**config.mk**
```make
export PLATFORM = sky130hd
export DESIGN_NAME = periodic_task_scheduler_table_unit
export DESIGN_NICKNAME = d
export VERILOG_FILES = /design/src/hw/rtl/pts_pkg.sv /design/src/hw/rtl/pts_cell.sv /design/src/hw/rtl/pts_ctrl.sv /design/src/hw/rtl/periodic_task_scheduler_table_unit.sv
export SDC_FILE = /design/constraint.sdc
export NUM_CORES = 2
export LEC_CHECK = 0
export CAP_MARGIN = 20
export CORE_MARGIN = 5
export CORE_UTILIZATION = 60
export CTS_BUF_LIST = sky130_fd_sc_hd__clkbuf_8 sky130_fd_sc_hd__clkbuf_16
export DETAILED_ROUTE_END_ITERATION = 16
export DONT_BUFFER_PORTS = 1
export GPL_TIMING_DRIVEN = 0
export PLACE_DENSITY_LB_ADDON = 0.15
export SLEW_MARGIN = 20
export SYNTH_ARGS = -nofsm -noshare
export SYNTH_HDL_FRONTEND = slang
export SYNTH_SLANG_ARGS = --single-unit
```
**constraint.sdc**
```tcl
create_clock -name clk -period 22.6 [get_ports clk]
set_clock_uncertainty 0.15 [all_clocks]
set_input_delay 1.13 -clock clk [delete_from_list [all_inputs] [get_ports clk]]
set_output_delay 1.13 -clock clk [all_outputs]
set_load 0.02 [all_outputs]
```
**src/hw/rtl/pts_pkg.sv**
```systemverilog
// ----------------------------------------------------------------------------
// Periodic task scheduler table package
// Shared slot record type, command codes and result status codes.
// ----------------------------------------------------------------------------
package pts_pkg;

  // Command codes carried on in_command.
  localparam logic [1:0] CMD_ADD      = 2'd0;
  localparam logic [1:0] CMD_DELETE   = 2'd1;
  localparam logic [1:0] CMD_TICK     = 2'd2;
  localparam logic [1:0] CMD_DISPATCH = 2'd3;

  // Status codes carried on out_status.
  localparam logic [2:0] ST_ADDED     = 3'd0;
  localparam logic [2:0] ST_FULL      = 3'd1;
  localparam logic [2:0] ST_DELETED   = 3'd2;
  localparam logic [2:0] ST_NOT_FOUND = 3'd3;
  localparam logic [2:0] ST_DUE       = 3'd4;
  localparam logic [2:0] ST_IDLE      = 3'd5;

  // One slot of the task table as it moves around the ring.
  typedef struct packed {
    logic        valid;
    logic        ready;
    logic [15:0] delay;
    logic [15:0] period;
    logic [15:0] ident;
    logic [15:0] handle;
  } slot_t;

endpackage

```
**src/hw/rtl/pts_cell.sv**
```systemverilog
// ----------------------------------------------------------------------------
// Scheduler table cell
// Holds one task slot and takes its neighbor's slot whenever the ring shifts.
// ----------------------------------------------------------------------------
module pts_cell (
  input  logic          clk,
  input  logic          rst_n,
  input  logic          shift,
  input  pts_pkg::slot_t slot_in,
  output pts_pkg::slot_t slot_out
);

  logic        valid_r;
  logic        ready_r;
  logic [15:0] delay_r;
  logic [15:0] period_r;
  logic [15:0] ident_r;
  logic [15:0] handle_r;

  // Control fields clear on reset; ident and handle only matter once written.
  always_ff @(posedge clk) begin
    if (!rst_n) begin
      valid_r  <= 1'b0;
      ready_r  <= 1'b0;
      delay_r  <= '0;
      period_r <= '0;
    end else if (shift) begin
      valid_r  <= slot_in.valid;
      ready_r  <= slot_in.ready;
      delay_r  <= slot_in.delay;
      period_r <= slot_in.period;
    end
  end

  always_ff @(posedge clk) begin
    if (shift) begin
      ident_r  <= slot_in.ident;
      handle_r <= slot_in.handle;
    end
  end

  always_comb begin
    slot_out.valid  = valid_r;
    slot_out.ready  = ready_r;
    slot_out.delay  = delay_r;
    slot_out.period = period_r;
    slot_out.ident  = ident_r;
    slot_out.handle = handle_r;
  end

endmodule

```
**src/hw/rtl/pts_ctrl.sv**
```systemverilog
// ----------------------------------------------------------------------------
// Scheduler table controller
// Sequences one full rotation of the slot ring per item, edits the slot at
// the head as it passes, and produces the result items.
// ----------------------------------------------------------------------------
module pts_ctrl #(
  parameter int TASK_SLOTS = 16
) (
  input  logic           clk,
  input  logic           rst_n,
  input  logic           start,
  output logic           busy,
  input  logic [1:0]     in_command,
  input  logic [15:0]    in_start_delay,
  input  logic [15:0]    in_repeat_period,
  input  logic [15:0]    in_task_handle,
  input  logic [15:0]    in_target_id,
  input  pts_pkg::slot_t head,
  output pts_pkg::slot_t tail,
  output logic           shift,
  output logic           out_strobe,
  output logic [2:0]     out_status,
  output logic [15:0]    out_task_id,
  output logic [15:0]    out_due_handle,
  output logic           out_last
);

  localparam int CNT_W = (TASK_SLOTS > 1) ? $clog2(TASK_SLOTS) : 1;

  typedef enum logic [1:0] {
    S_IDLE,
    S_WALK,
    S_DONE
  } state_t;

  state_t            state_r;
  logic [CNT_W-1:0]  cnt_r;
  logic [1:0]        cmd_r;
  logic [15:0]       dly_r;
  logic [15:0]       per_r;
  logic [15:0]       hnd_r;
  logic [15:0]       tgt_r;
  logic              hit_r;
  logic              hit_nxt;
  logic              due;
  logic              pend_valid_r;
  logic [15:0]       pend_id_r;
  logic [15:0]       pend_hnd_r;
  logic [15:0]       next_id_r;
  logic              out_strobe_r;
  logic [2:0]        out_status_r;
  logic [15:0]       out_task_id_r;
  logic [15:0]       out_due_handle_r;
  logic              out_last_r;

  assign busy           = (state_r != S_IDLE);
  assign shift          = (state_r == S_WALK);
  assign out_strobe     = out_strobe_r;
  assign out_status     = out_status_r;
  assign out_task_id    = out_task_id_r;
  assign out_due_handle = out_due_handle_r;
  assign out_last       = out_last_r;

  // Edit of the slot at the head of the ring before it re-enters at the tail.
  always_comb begin
    tail    = head;
    hit_nxt = hit_r;
    due     = 1'b0;
    case (cmd_r)
      pts_pkg::CMD_ADD: begin
        if (!hit_r && !head.valid) begin
          tail.valid  = 1'b1;
          tail.ready  = 1'b0;
          tail.delay  = dly_r;
          tail.period = per_r;
          tail.ident  = next_id_r;
          tail.handle = hnd_r;
          hit_nxt     = 1'b1;
        end
      end
      pts_pkg::CMD_DELETE: begin
        if (!hit_r && head.valid && (head.ident == tgt_r)) begin
          tail.valid = 1'b0;
          tail.ready = 1'b0;
          hit_nxt    = 1'b1;
        end
      end
      pts_pkg::CMD_TICK: begin
        if (head.valid) begin
          if (head.delay == 16'd0) begin
            tail.ready = 1'b1;
            tail.delay = head.period;
          end else begin
            tail.delay = head.delay - 16'd1;
          end
        end
      end
      pts_pkg::CMD_DISPATCH: begin
        if (head.valid && head.ready) begin
          due        = 1'b1;
          tail.ready = 1'b0;
          if (head.period == 16'd0) begin
            tail.valid = 1'b0;
          end
        end
      end
      default: begin
        tail = head;
      end
    endcase
  end

  // Sequencer, pending dispatch result and registered result port.
  // A due task is held back one find so that the final one can carry last.
  always_ff @(posedge clk) begin
    if (!rst_n) begin
      state_r      <= S_IDLE;
      cnt_r        <= '0;
      hit_r        <= 1'b0;
      pend_valid_r <= 1'b0;
      next_id_r    <= '0;
      out_strobe_r <= 1'b0;
    end else begin
      out_strobe_r <= 1'b0;
      case (state_r)
        S_IDLE: begin
          if (start) begin
            state_r      <= S_WALK;
            cnt_r        <= '0;
            hit_r        <= 1'b0;
            pend_valid_r <= 1'b0;
            cmd_r        <= in_command;
            dly_r        <= in_start_delay;
            per_r        <= in_repeat_period;
            hnd_r        <= in_task_handle;
            tgt_r        <= in_target_id;
          end
        end
        S_WALK: begin
          hit_r <= hit_nxt;
          if (due) begin
            pend_valid_r <= 1'b1;
            pend_id_r    <= head.ident;
            pend_hnd_r   <= head.handle;
            if (pend_valid_r) begin
              out_strobe_r     <= 1'b1;
              out_status_r     <= pts_pkg::ST_DUE;
              out_task_id_r    <= pend_id_r;
              out_due_handle_r <= pend_hnd_r;
              out_last_r       <= 1'b0;
            end
          end
          if (cnt_r == CNT_W'(TASK_SLOTS - 1)) begin
            state_r <= S_DONE;
          end else begin
            cnt_r <= cnt_r + 1'b1;
          end
        end
        S_DONE: begin
          state_r          <= S_IDLE;
          out_strobe_r     <= 1'b1;
          out_last_r       <= 1'b1;
          out_task_id_r    <= '0;
          out_due_handle_r <= '0;
          case (cmd_r)
            pts_pkg::CMD_ADD: begin
              if (hit_r) begin
                out_status_r  <= pts_pkg::ST_ADDED;
                out_task_id_r <= next_id_r;
                next_id_r     <= next_id_r + 16'd1;
              end else begin
                out_status_r <= pts_pkg::ST_FULL;
              end
            end
            pts_pkg::CMD_DELETE: begin
              out_status_r <= hit_r ? pts_pkg::ST_DELETED : pts_pkg::ST_NOT_FOUND;
            end
            pts_pkg::CMD_DISPATCH: begin
              if (pend_valid_r) begin
                out_status_r     <= pts_pkg::ST_DUE;
                out_task_id_r    <= pend_id_r;
                out_due_handle_r <= pend_hnd_r;
              end else begin
                out_status_r <= pts_pkg::ST_IDLE;
              end
            end
            default: begin
              out_status_r <= pts_pkg::ST_IDLE;
            end
          endcase
        end
        default: begin
          state_r <= S_IDLE;
        end
      endcase
    end
  end

endmodule

```
**src/hw/rtl/periodic_task_scheduler_table_unit.sv**
```systemverilog
// Results: the final result item of a command is registered in the done state
// after the walk; dispatch results before it come out during the walk.
// Commands: a new command is taken only while idle (busy low), after one full
// rotation of the slot ring through the single edit point at its head and the result state.
// Reset: synchronous, clears the valid and control fields of every slot and the ID counter.
// Results leave on a one-cycle strobe; the receiver cannot stall them.
// ----------------------------------------------------------------------------
// Periodic task scheduler table
// A ring of slot cells rotates once per command past the controller, which
// adds, deletes, ticks or dispatches tasks one slot per cycle.
// ----------------------------------------------------------------------------
module periodic_task_scheduler_table_unit #(
  parameter int TASK_SLOTS = 16
) (
  input  logic        clk,
  input  logic        rst_n,
  input  logic        start,
  output logic        busy,
  input  logic [1:0]  in_command,
  input  logic [15:0] in_start_delay,
  input  logic [15:0] in_repeat_period,
  input  logic [15:0] in_task_handle,
  input  logic [15:0] in_target_id,
  output logic        out_strobe,
  output logic [2:0]  out_status,
  output logic [15:0] out_task_id,
  output logic [15:0] out_due_handle,
  output logic        out_last
);

  pts_pkg::slot_t cell_q [TASK_SLOTS];
  pts_pkg::slot_t tail;
  logic           shift;

  // Ring of slot cells: each cell takes from the next one, the last from the
  // controller's edit of the head slot.
  for (genvar i = 0; i < TASK_SLOTS; i++) begin : g_cell
    pts_pkg::slot_t cell_d;
    if (i == TASK_SLOTS - 1) begin : g_tail
      assign cell_d = tail;
    end else begin : g_mid
      assign cell_d = cell_q[i+1];
    end
    pts_cell u_cell (
      .clk      (clk),
      .rst_n    (rst_n),
      .shift    (shift),
      .slot_in  (cell_d),
      .slot_out (cell_q[i])
    );
  end

  // Command sequencer and head-slot editor.
  pts_ctrl #(
    .TASK_SLOTS (TASK_SLOTS)
  ) u_ctrl (
    .clk              (clk),
    .rst_n            (rst_n),
    .start            (start),
    .busy             (busy),
    .in_command       (in_command),
    .in_start_delay   (in_start_delay),
    .in_repeat_period (in_repeat_period),
    .in_task_handle   (in_task_handle),
    .in_target_id     (in_target_id),
    .head             (cell_q[0]),
    .tail             (tail),
    .shift            (shift),
    .out_strobe       (out_strobe),
    .out_status       (out_status),
    .out_task_id      (out_task_id),
    .out_due_handle   (out_due_handle),
    .out_last         (out_last)
  );

endmodule
```
==> flow_summary_export.csv <==
group,metric,value,unit
final_layout,fin_area,0.04692,mm2
power_and_ir_drop,combPwrFrac,7.4,%
yosys,synth_top_area_cell,"edfxtp_1",
power_and_ir_drop,p_per_area,103.2,mW/mm2
worst_hold_path,min_path_type,"register to register",
yosys,synth_area,0.04156,mm2
clock_network,cts.path.max_buffers,3,
clock_network,ctsResizeCount,0,
yosys,seq_area_frac_synth,74.09,%
worst_hold_path,min_to,"g_cell[5].u_cell.ident_r[8]",
drt,drc_errors,0,
floorplan,pin_count,107,
power_and_ir_drop,p_int,0.003728,W
placed_design,placed_cell_area,0.04311,mm2
power_and_ir_drop,power,0.004841,W
outcome,status,"complete, no violations",
timing,min_period_over_period,14.71,%
setup_path,cp-start-kind,"register",
yosys,synth_edf_count,646,
grt,grt_first_pass_wirelength,128900,um
drt,drtAntennaViolNets,0,
clock_network,clkLatencyLatePin,690,ps
grt,grt_max_degree,64,
timing,timing.hold.ws,256.8,ps
grt,grt_use_total,22.15,%
drt,wl_per_cell,20.12,um
drt,route.final.wire_length,82450,um
yosys,synth_area_leaders,"edfxtp_1 47%, dfxtp_1 27%, mux2i_1 12%",
yosys,yosysUniqueCellTypes,55,
floorplan,die_w,273.2,um
clock_network,root_buffer,"clkbuf_16",
timing,tightest_slew,1044,ps
setup_path,required,22820,ps
power_and_ir_drop,p_sw_share,22.98,%
setup_path,crit_fanout,26,
power_and_ir_drop,sequentialPowerShare,53.3,%
grt,grt_pass1_vias,22450,
grt,overflow,0,
clock_network,cts_buffers,112,
floorplan,die-area,0.07462,mm2
power_and_ir_drop,vdd_ir_drop_max,112.1,uV
run,max_cap_violations,0,
timing,finalHoldViolations,0,
drt,drtIter0Drc,1673,
placed_design,hpwlAfterDp,55240,um
clock_network,clock_sinks,1215,
final_layout,drive_above_1_share,7.556,%
timing,fin_crit,3325,ps
drt,dr_total_vias,22190,
final_layout,area_growth,12.90,%
timing,relSlewSlack,30.37,%
floorplan,coreArea,0.06859,mm2
worst_hold_path,holdPathStages,0,
timing,finalSetupViolations,0,
power_and_ir_drop,p_switching,0.001112,W
grt,antenna_found_initial,9,
yosys,synthArstFlopShare,0,%
yosys,synth_nets,3022,
timing,finalMaxSlewViolations,0,
clock_network,hold_buffers,0,
clock_network,h-tree-depth,3,
timing,rsz0062_at_grt,"no",
setup_path,reg2reg_to,"u_ctrl.pend_id_r[1]",
yosys,synth_top_area_share,46.68,%
grt,met1_usage,30.83,%
grt,gr-usage-met3,4.794,%
yosys,synthesis.instances,2941,
setup_path,arrival,3550,ps
worst_hold_path,hp-start,"g_cell[6].u_cell.ident_r[8]",
yosys,synth_seq_cells,1215,
floorplan,num_rows,96,
clock_network,post_cts_buffers,0,
grt,met2_usage,35.79,%
final_layout,nNetsFinal,3150,
placed_design,gp_congestion,0.8992,
power_and_ir_drop,clock_power_share,39.3,%
yosys,synth_ff_type,"edfxtp_1",
placed_design,portBuffers,0,
setup_path,worstSetupPathType,"register to register",
yosys,ys_warn_count,0,
drt,vias_per_cell,5.415,
yosys,postSynthAreaPerCell,14.13,um2
clock_network,path_clk_slew,70,ps
timing,clock.fmax,300.8,MHz
setup_path,rr_startpoint,"u_ctrl.state_r[1]",
drt,firstDrtPassIters,5,
timing,tns,0,ps
floorplan,die_y,273.2,um
power_and_ir_drop,p_leak,16.35,nW
grt,busiest_layer,"met2",
setup_path,end_kind,"register",
floorplan,start_util,60.59,%
setup_path,r2r_setup_slack,19280,ps
setup_path,reg2reg_depth,7,
clock_network,cts_tree,"yes",
-- placed cells by master, fill, tap and decap left out, types with 5 or more instances in the layout --
master	instances
clkbuf_1	96
nor2_1	571
a21oi_1	18
nor2b_1	5
o211ai_1	6
buf_2	35
o21ai_0	27
xor2_1	28
clkbuf_8	9
edfxtp_1	646
clkinv_2	21
dfxtp_1	569
clkinv_1	19
nor4_1	10
clkbuf_16	114
a211oi_1	6
and2_1	24
nand3_1	29
xnor2_1	10
nor3_1	16
buf_16	11
a41oi_1	5
clkinvlp_4	5
a31oi_1	12
buf_1	29
a311oi_1	16
and3_1	13
a22o_1	7
bufinv_16	12
a22oi_1	10
ha_1	11
mux2i_1	514
nand4_1	6
inv_1	32
nand2_1	160
-- metal layers --
layer	vias up	share of wire, %
li1	10670	-
met1	10900	44
met2	479	48
met3	139	5.4
met4	2	2.7
met5	-	0.016
-- per-stage QoR --
stage          worst slack [ps]  utilization (%)  instances
2_1_floorplan              8021                -       2941
3_3_place_gp               3733            62.29       3872
3_5_place_dp              18850            62.86       3886
4_1_cts                   19250            68.39       4094
5_1_grt                   19050            68.40       4096
6_report                  19280            68.41       4098
-- cell usage after synthesis, types with 2 or more instances --
master,n
xor2_1,28
edfxtp_1,646
a31oi_1,12
dfxtp_1,569
and2_1,24
xnor2_1,10
o21ai_0,27
and4_1,2
a21oi_1,18
mux2_2,2
o211ai_1,6
o221a_2,3
buf_1,29
a311oi_1,16
o311ai_0,3
nor2_1,573
inv_1,13
clkbuf_1,96
a211oi_1,6
a41oi_1,5
o2111ai_1,2
a22oi_1,10
o221ai_1,4
nand3_1,29
nor4_1,10
nand4_1,6
nor2b_1,5
nand2b_1,2
or3_1,4
clkinv_1,2
buf_2,35
a2111oi_0,2
a22o_1,7
ha_1,12
a32oi_1,2
buf_6,2
and3_1,14
nand2_1,160
nor3_1,16
mux2i_1,514
-- kinds of logic after synthesis --
group / share of synthesized area (%)
XOR/XNOR: 0.8009
multiplexers: 12.43
AND/OR/NAND/NOR: 8.337
AO/OA/AOI/OAI: 2.195
adder cells (fa/ha/maj): 0.3613
buffers and inverters: 1.782
flip-flops: 74.09
-- power by group through the flow --
stage / Clock, W / Sequential, W / Combinational [W]
2_1_floorplan: 0 / 0.00268 / 0.000254
3_3_place_gp: 0 / 0.00272 / 0.000323
3_5_place_dp: 0 / 0.00263 / 0.000359
4_1_cts: 0.00194 / 0.00259 / 0.000360
5_1_grt: 0.00204 / 0.00259 / 0.000383
6_report: 0.00190 / 0.00258 / 0.000356
-- registers in the layout, summed over array words and instances (netlist names), 2 cells and up --
signal and cells:
u_ctrl.tgt_r 16, g_cell.u_cell.ident_r 256, u_ctrl.hnd_r 16, u_ctrl.next_id_r 16, u_ctrl.state_r 2, u_ctrl.cmd_r 2, u_ctrl.out_task_id 16, u_ctrl.per_r 16
g_cell.u_cell.handle_r 256, g_cell.u_cell.ready_r 16, u_ctrl.dly_r 16, u_ctrl.pend_hnd_r 16, u_ctrl.cnt_r 4, u_ctrl.out_due_handle 16, u_ctrl.out_status 3, g_cell.u_cell.delay_r 256
g_cell.u_cell.period_r 256, u_ctrl.pend_id_r 16, g_cell.u_cell.valid_r 16
-- layout make-up --
cell class              instances  area (um2)
clock inverters                85       817.0
inverters                      16       60.06
well taps                     931        1165
plain buffers                 164       680.7
diodes                          4       10.01
repair buffers                 14       362.8
flip-flops and latches       1215       30790
multi-input cells            1546       10060
clock buffers                 123        2977
fillers                      4647       21670
-- how the worst max path moves through the flow --
stage / cells after the start / end / slack (ps) / start
final: 7 / u_ctrl.pend_id_r[1] / 19280 / u_ctrl.state_r[1]
after global routing: 8 / g_cell[7].u_cell.period_r[11] / 19050 / u_ctrl.state_r[1]
after CTS: 8 / g_cell[7].u_cell.period_r[2] / 19250 / u_ctrl.state_r[1]
after detailed placement: 6 / u_ctrl.hnd_r[4] / 18850 / rst_n
after global placement: 5 / u_ctrl.pend_hnd_r[6] / 3730 / u_ctrl.state_r[0]
after floorplan: 6 / u_ctrl.pend_hnd_r[0] / 8020 / u_ctrl.state_r[1]
-- worst max-delay path: stages, from the launching register on --
cell      delay, ps
dfxtp_1         340
inv_1           120
ha_4            270
clkbuf_1        330
clkbuf_1        470
buf_1           560
and3_2          500
buf_12          240
Power figures use the tool's default switching activity.
